==> config.mk <==
export PLATFORM = sky130hd
export DESIGN_NAME = first_fit_heap_allocator_top
export DESIGN_NICKNAME = d
export VERILOG_FILES = /design/src/rtl/core/ffha_pkg.sv /design/src/rtl/core/first_fit_heap_allocator_top.sv
export VERILOG_INCLUDE_DIRS = /design/src /design/src/rtl/core
export SDC_FILE = /design/constraint.sdc
export NUM_CORES = 2
export LEC_CHECK = 0
export BUFFER_PORTS_ARGS = -buffer_cell sky130_fd_sc_hd__buf_2
export CAP_MARGIN = 20
export CORE_MARGIN = 5
export CORE_UTILIZATION = 60
export DETAILED_ROUTE_END_ITERATION = 12
export PLACE_DENSITY = 0.76
export SLEW_MARGIN = 20
export SYNTH_ARGS = -nofsm -noshare
export SYNTH_HDL_FRONTEND = slang
export SYNTH_SLANG_ARGS = --single-unit
==> constraint.sdc <==
create_clock -name clk -period 29.8 [get_ports clk]
set_input_delay 5.96 -clock clk [delete_from_list [all_inputs] [get_ports clk]]
set_output_delay 5.96 -clock clk [all_outputs]
set_load 0.005 [all_outputs]
==> src/rtl/core/assert_macros.svh <==
// Concurrent assertion helpers, clocked on clk, quiet while arst_n is low.
`ifndef ASSERT_MACROS_SVH
`define ASSERT_MACROS_SVH

// antecedent holds -> consequent in the same cycle
`define ASSERT_SAME(lbl, ante, cons, msg) \
	lbl: assert property (@(posedge clk) disable iff (!arst_n) (ante) |-> (cons)) \
		else $error(msg);

// antecedent holds -> consequent in the next cycle
`define ASSERT_NEXT(lbl, ante, cons, msg) \
	lbl: assert property (@(posedge clk) disable iff (!arst_n) (ante) |=> (cons)) \
		else $error(msg);

`endif

==> src/rtl/core/ffha_pkg.sv <==
package ffha_pkg;

	localparam int FFHA_ARENA_BYTES  = 1024;
	localparam int FFHA_HEADER_BYTES = 16;

	localparam logic OP_ALLOC = 1'b0;
	localparam logic OP_FREE  = 1'b1;

	localparam logic [1:0] STAT_OK       = 2'd0;
	localparam logic [1:0] STAT_NO_SPACE = 2'd1;
	localparam logic [1:0] STAT_BAD_FREE = 2'd2;

	// one arena byte position: block start and in-use marks
	typedef struct packed {
		logic start;
		logic used;
	} mark_t;

endpackage

==> src/rtl/core/first_fit_heap_allocator_top.sv <==
// First-fit heap allocator over a byte arena of ARENA_BYTES bytes, each block
// carrying a HEADER_BYTES header. One beat in gives one beat out. After reset
// the block runs a clearing pass over the whole mark memory, with in_stall
// high. The block takes one item at a time. An allocate walks the marks one
// byte per cycle from offset 0 until the first fitting block ends, then
// writes the split mark, if the block is larger than needed, and the in-use
// mark. A valid free walks forward to the next block start and back to the
// previous start, one byte per cycle, then clears the start mark of a free
// next block and marks its own start free, or clears it to join a free
// previous block. The single read port of the mark memory sets that pace. A
// finished result waits in the output register while the next beat is taken.
`include "assert_macros.svh"

module first_fit_heap_allocator_top
	import ffha_pkg::*;
#(
	parameter int ARENA_BYTES  = FFHA_ARENA_BYTES,
	parameter int HEADER_BYTES = FFHA_HEADER_BYTES
) (
	input  logic        clk,
	input  logic        arst_n,
	input  logic        in_valid,
	output logic        in_stall,
	input  logic        op,
	input  logic [9:0]  request_bytes,
	input  logic [9:0]  payload_address,
	output logic        out_valid,
	input  logic        out_stall,
	output logic [1:0]  status,
	output logic [9:0]  granted_address
);

	localparam int AW = $clog2(ARENA_BYTES);
	localparam int NW = (AW + 1 > 11) ? AW + 1 : 11;

	localparam logic [AW-1:0] LAST      = AW'(ARENA_BYTES - 1);
	localparam logic [NW-1:0] ARENA_N   = NW'(ARENA_BYTES);
	localparam logic [NW-1:0] HDR_N     = NW'(HEADER_BYTES);
	localparam logic [NW-1:0] PAY_LIM_N = NW'(1023 - HEADER_BYTES);

	localparam logic [3:0] ST_CLR    = 4'd0;
	localparam logic [3:0] ST_IDLE   = 4'd1;
	localparam logic [3:0] ST_AS     = 4'd2;
	localparam logic [3:0] ST_AEND   = 4'd3;
	localparam logic [3:0] ST_AW1    = 4'd4;
	localparam logic [3:0] ST_AW2    = 4'd5;
	localparam logic [3:0] ST_FCHK   = 4'd6;
	localparam logic [3:0] ST_FWD    = 4'd7;
	localparam logic [3:0] ST_BSTART = 4'd8;
	localparam logic [3:0] ST_BWD    = 4'd9;
	localparam logic [3:0] ST_FW1    = 4'd10;
	localparam logic [3:0] ST_FW2    = 4'd11;
	localparam logic [3:0] ST_DONE   = 4'd12;

	logic [3:0]    state_q;
	logic [AW-1:0] ptr_q;
	logic          vld_s1;
	logic [AW-1:0] idx_s1;
	mark_t         rd_s1;
	logic          out_valid_q;

	logic [AW-1:0] cur_s_q;
	logic          cur_use_q;
	logic [NW-1:0] blk_len_q;
	logic [NW-1:0] need_q;
	logic [AW-1:0] nxt_q;
	logic          nxt_free_q;
	logic          prv_free_q;
	logic          bad_q;
	logic [1:0]    res_status_q;
	logic [9:0]    res_addr_q;
	logic [1:0]    status_q;
	logic [9:0]    granted_q;

	mark_t mem [ARENA_BYTES];

	logic          accept;
	logic          scan_st;
	logic          fit;
	logic          out_load;
	logic [NW-1:0] free_s_n;
	logic          bad_rng;
	logic          we;
	logic [AW-1:0] waddr;
	mark_t         wdata;
	logic [AW-1:0] raddr;

	assign in_stall        = (state_q != ST_IDLE);
	assign accept          = in_valid && !in_stall;
	assign out_valid       = out_valid_q;
	assign status          = status_q;
	assign granted_address = granted_q;

	assign scan_st  = state_q inside {ST_AS, ST_FWD, ST_BWD};
	assign out_load = (state_q == ST_DONE) && (!out_valid_q || !out_stall);

	assign free_s_n = NW'(payload_address) - HDR_N;
	assign bad_rng  = (NW'(payload_address) < HDR_N) || (free_s_n >= ARENA_N);

	assign fit = !cur_use_q && (blk_len_q >= need_q) && (NW'(cur_s_q) <= PAY_LIM_N);

	assign raddr = (state_q == ST_IDLE) ? AW'(free_s_n) : ptr_q;

	always_comb begin
		we    = 1'b0;
		waddr = ptr_q;
		wdata = '0;
		case (state_q)
			ST_CLR: begin
				we          = 1'b1;
				wdata.start = (ptr_q == '0);
			end
			ST_AW1: begin
				we    = (blk_len_q > need_q);
				waddr = AW'(NW'(cur_s_q) + need_q);
				wdata = '{start: 1'b1, used: 1'b0};
			end
			ST_AW2: begin
				we    = 1'b1;
				waddr = cur_s_q;
				wdata = '{start: 1'b1, used: 1'b1};
			end
			ST_FW1: begin
				we    = nxt_free_q;
				waddr = nxt_q;
			end
			ST_FW2: begin
				we    = 1'b1;
				waddr = cur_s_q;
				wdata = prv_free_q ? mark_t'('0) : mark_t'{start: 1'b1, used: 1'b0};
			end
			default: begin
				we = 1'b0;
			end
		endcase
	end

	always_ff @(posedge clk) begin
		if (we) begin
			mem[waddr] <= wdata;
		end
		rd_s1  <= mem[raddr];
		idx_s1 <= ptr_q;
	end

	always_ff @(posedge clk or negedge arst_n) begin
		if (!arst_n) begin
			state_q     <= ST_CLR;
			ptr_q       <= '0;
			vld_s1      <= 1'b0;
			out_valid_q <= 1'b0;
		end else begin
			vld_s1 <= scan_st;
			if (out_load) begin
				out_valid_q <= 1'b1;
			end else if (!out_stall) begin
				out_valid_q <= 1'b0;
			end
			case (state_q)
				ST_CLR: begin
					ptr_q <= ptr_q + AW'(1);
					if (ptr_q == LAST) begin
						state_q <= ST_IDLE;
					end
				end
				ST_IDLE: begin
					ptr_q <= '0;
					if (accept) begin
						state_q <= (op == OP_ALLOC) ? ST_AS : ST_FCHK;
					end
				end
				ST_AS: begin
					ptr_q <= ptr_q + AW'(1);
					if (vld_s1) begin
						if (idx_s1 != '0 && rd_s1.start && fit) begin
							state_q <= ST_AW1;
						end else if (idx_s1 == LAST) begin
							state_q <= ST_AEND;
						end
					end
				end
				ST_AEND: begin
					state_q <= fit ? ST_AW1 : ST_DONE;
				end
				ST_AW1: begin
					state_q <= ST_AW2;
				end
				ST_AW2: begin
					state_q <= ST_DONE;
				end
				ST_FCHK: begin
					ptr_q <= cur_s_q + AW'(1);
					if (bad_q || !rd_s1.start || !rd_s1.used) begin
						state_q <= ST_DONE;
					end else if (cur_s_q == LAST) begin
						state_q <= ST_BSTART;
					end else begin
						state_q <= ST_FWD;
					end
				end
				ST_FWD: begin
					ptr_q <= ptr_q + AW'(1);
					if (vld_s1 && (rd_s1.start || idx_s1 == LAST)) begin
						state_q <= ST_BSTART;
					end
				end
				ST_BSTART: begin
					ptr_q   <= cur_s_q - AW'(1);
					state_q <= (cur_s_q == '0) ? ST_FW1 : ST_BWD;
				end
				ST_BWD: begin
					// offset 0 is always a block start, so the walk ends there
					ptr_q <= ptr_q - AW'(1);
					if (vld_s1 && rd_s1.start) begin
						state_q <= ST_FW1;
					end
				end
				ST_FW1: begin
					state_q <= ST_FW2;
				end
				ST_FW2: begin
					state_q <= ST_DONE;
				end
				ST_DONE: begin
					if (out_load) begin
						state_q <= ST_IDLE;
					end
				end
				default: begin
					state_q <= ST_IDLE;
				end
			endcase
		end
	end

	// working registers of the current item
	always_ff @(posedge clk) begin
		case (state_q)
			ST_IDLE: begin
				if (accept) begin
					need_q  <= NW'(request_bytes) + HDR_N;
					cur_s_q <= AW'(free_s_n);
					bad_q   <= bad_rng;
				end
			end
			ST_AS: begin
				if (vld_s1 && !(idx_s1 != '0 && rd_s1.start && fit)) begin
					if (rd_s1.start) begin
						cur_s_q   <= idx_s1;
						cur_use_q <= rd_s1.used;
						blk_len_q <= NW'(1);
					end else begin
						blk_len_q <= blk_len_q + NW'(1);
					end
				end
			end
			ST_AEND: begin
				if (!fit) begin
					res_status_q <= STAT_NO_SPACE;
					res_addr_q   <= '0;
				end
			end
			ST_AW2: begin
				res_status_q <= STAT_OK;
				res_addr_q   <= 10'(NW'(cur_s_q) + HDR_N);
			end
			ST_FCHK: begin
				nxt_free_q   <= 1'b0;
				res_status_q <= STAT_BAD_FREE;
				res_addr_q   <= '0;
			end
			ST_FWD: begin
				if (vld_s1 && rd_s1.start) begin
					nxt_q      <= idx_s1;
					nxt_free_q <= !rd_s1.used;
				end
			end
			ST_BSTART: begin
				prv_free_q <= 1'b0;
			end
			ST_BWD: begin
				if (vld_s1 && rd_s1.start) begin
					prv_free_q <= !rd_s1.used;
				end
			end
			ST_FW2: begin
				res_status_q <= STAT_OK;
				res_addr_q   <= '0;
			end
			default: begin
				res_status_q <= res_status_q;
			end
		endcase
	end

	always_ff @(posedge clk) begin
		if (out_load) begin
			status_q  <= res_status_q;
			granted_q <= res_addr_q;
		end
	end

	`ASSERT_SAME(a_addr_only_on_grant, out_valid && status != STAT_OK, granted_address == '0, "address on a failed beat")
	`ASSERT_SAME(a_split_in_arena, state_q == ST_AW1 && blk_len_q > need_q, NW'(cur_s_q) + need_q < ARENA_N, "split point outside arena")
	`ASSERT_SAME(a_clear_stalls, state_q == ST_CLR, in_stall, "input taken during clearing pass")
	`ASSERT_NEXT(a_result_from_done, !out_valid_q, !out_valid_q || $past(state_q) == ST_DONE, "result loaded outside done")

endmodule
==> metrics.txt <==
Sink Count=2,146; r2r setup slk=22.75 ns; Final Hold Viols=0; Startpoint Class=input pin; Boundary Pins=39; P per Cell Area=106 nW/um^2; cts hold-fix bufs=0; Worst R2R Path Depth=15; DRT Pass-1 Iters=8; final cell count without fillers=8,754; Mapped Nets=6,960; post-synth cell types=76; Synth area leader=edfxtp_1; Die Wd=404 microns; critical-path maximum fanout=50; initial DRC count=11,500; Nets=6,600; total die area=163,000 sq um; RSZ-0062 raised after global routing=no; synthesized cell area=93,100 sq um; placed cell areas=94,100 sq um; fraction of layout cells with a size suffix above 1=0.112; Num CTS Buffers=204; clk slew on worst S/H paths=0.06 ns; gpl congestion=0.896; core area=154,000 sq um; Remaining Overflow, GRT=0; Cells after DPL=8,366; Final Power=10.7 mW; RR Startpoint=cur_s_q[1]$_DFFE_PP_; Tightest Pin Transition=1.21 ns; worst reg2reg endpoint=mem[49][1]$_DFFE_PP_; sequential area share after synthesis=0.690; crit-path most repeated cell=buf_4; skew final=0.0425 ns; peak supply drop=0.193 mV; htree depth=4; Final Core Density=0.654; WP depth=12; Post-Route WL=276,000 microns; CP endpoint kind=flip-flop; Finish-stage setup viols=0; commonest non-fill, non-tap cell in the layout=edfxtp_1; WP data arrival=11.45 ns; Tot GR Track Use=0.333; TritonCTS clock tree=done; largest net degree at the start of global routing=233; Initial Utilization=0.604; design area=101,000 sq um; setup_tns=0 ns; final worst slack=19.04 ns; slew margin rel.=0.194; Slew Viols, Final=0; Worst path max stage delay=0.77 ns; initial antenna violation count=11; Final min period=10.76 ns; CP bufs+invs=4; post-DR wirelength/cell=31.5 microns; Yosys reg bits=2,146; cells along the critical path=buf_2 -> mux2_8 -> buf_4 -> buf_4 -> buf_4 -> mux4_2 -> mux2i_1 -> o22ai_1 -> a311oi_1 -> nand4_1 -> nor4_1 -> a2111oi_2; leak pwr=31.8 nW; Synth top area share=0.683; worst setup path endpoint=rd_s1[1]$_DFF_P_; CTS max path bufs=3; post-route clock period utilization=0.361; clk_lat worst skew=0.84 ns; worst setup path start=payload_address[2]; Post-synth top flop=edfxtp_1; YS warnings=0; vias=64,200; status=completed; Post-synth EDFFs=2,118; Post-synth ARST share=0.00746; most frequent cells in the layout=edfxtp_1, nand2_1, nor4_1; Routed Antenna Nets=0; CTS Root Buffer Type=clkbuf_16; vias in the first global route=61,900; Buffers on Ports=38; Max Freq=93.0 MHz; worst path required time=30.50 ns; CTS resizes=0; Hold Slack=0.418 ns; pre-CTS setup slack=18.39 ns; Area Growth Syn to Fin=8.27%; Max Cap Viol=0; Cell Rows=144; # Post-CTS Setup Buffers=0; crit path kind=in2reg; first-pass GRT wire length=405,000 microns; top post-synthesis cells by area=edfxtp_1, nor4_1, nand2_1; cell family with most CP delay=buffers and inverters; Slowest-stage cell, CP=buf_4; worst hold path type=reg2reg; placed wire-length estimate=146,000 microns; # DRC=0; vias per std cell=7.34; synthesized instance count=6,890; average size of a mapped cell=13.5 sq um; Die Y=404 microns
## how the worst min path moves through the flow
stage	startpoint	to	slack, ns	cells after the start
after floorplan	ptr_q[0]$_DFFE_PN0P_	idx_s1[0]$_DFF_P_	0.40	0
after global placement	res_status_q[0]$_DFFE_PP_	status[0]$_DFFE_PP_	0.40	0
after detailed placement	res_addr_q[7]$_SDFFCE_PN0P_	granted_address[7]$_DFFE_PP_	0.41	0
after CTS	res_addr_q[7]$_SDFFCE_PN0P_	granted_address[7]$_DFFE_PP_	0.42	0
after global routing	res_addr_q[7]$_SDFFCE_PN0P_	granted_address[7]$_DFFE_PP_	0.42	0
final	res_addr_q[7]$_SDFFCE_PN0P_	granted_address[7]$_DFFE_PP_	0.42	0
## area by class of cell
cell class | instances | area (sq um)
Sequential cell | 2146 | 64200
Fill cell | 10600 | 53400
Multi-Input combinational cell | 3972 | 26000
Clock buffer | 247 | 5350
Tap cell | 2044 | 2560
Clock inverter | 128 | 1260
Timing Repair Buffer | 164 | 1260
Inverter | 42 | 165
Antenna cell | 11 | 27.5
## synth_stat cells (17+ instances only)
cell and n:
nand4_1 142, buf_1 60, xor2_1 19, nor2_1 101
o2111ai_1 27, xnor2_1 23, and3_1 18, nand3_1 414
o211ai_1 20, buf_4 51, edfxtp_1 2118, buf_6 17
mux4_2 205, clkbuf_1 480, inv_1 42, ha_1 42
o21ai_0 48, nor3_1 51, a32oi_1 51, mux2i_1 102
a221oi_1 27, a21oi_1 104, a22oi_1 25, nor4_1 1006
nand2_1 1242, a31oi_1 118, buf_2 121
## registers in the layout, indices dropped and copies added, names as in the netlist, 10 cells and up
name             flops
mem               2048
idx_s1              10
ptr_q               10
res_addr_q          10
nxt_q               10
blk_len_q           11
need_q              11
granted_address     10
cur_s_q             10
## where the power goes
| group | switching (mW) | internal (mW) | leakage, nW |
|---|---|---|---|
| combinational | 3.54 | 0.952 | 8.64 |
| sequential | 0.0534 | 3.57 | 20.0 |
| clock | 1.12 | 1.47 | 3.24 |
## logic make-up after synthesis
group,Yosys count,share of synthesized area
adder cells (fa/ha/maj),45,0.00629
buffers and inverters,772,0.0363
flip-flops,2146,0.690
AND/OR/NAND/NOR,3041,0.163
AO/OA/AOI/OAI,525,0.0386
XOR/XNOR,42,0.00395
multiplexers,319,0.0622
## metal layers
metal	global-route usage	share of wire	routed length (microns)	vias up
li1	-	-	-	26400
met1	0.435	0.33	92300	31400
met2	0.507	0.46	126000	5381
met3	0.0926	0.14	38300	1067
met4	0.195	0.070	19400	6
met5	0	0.00012	34	-
(Power assumes the default switching activity.)
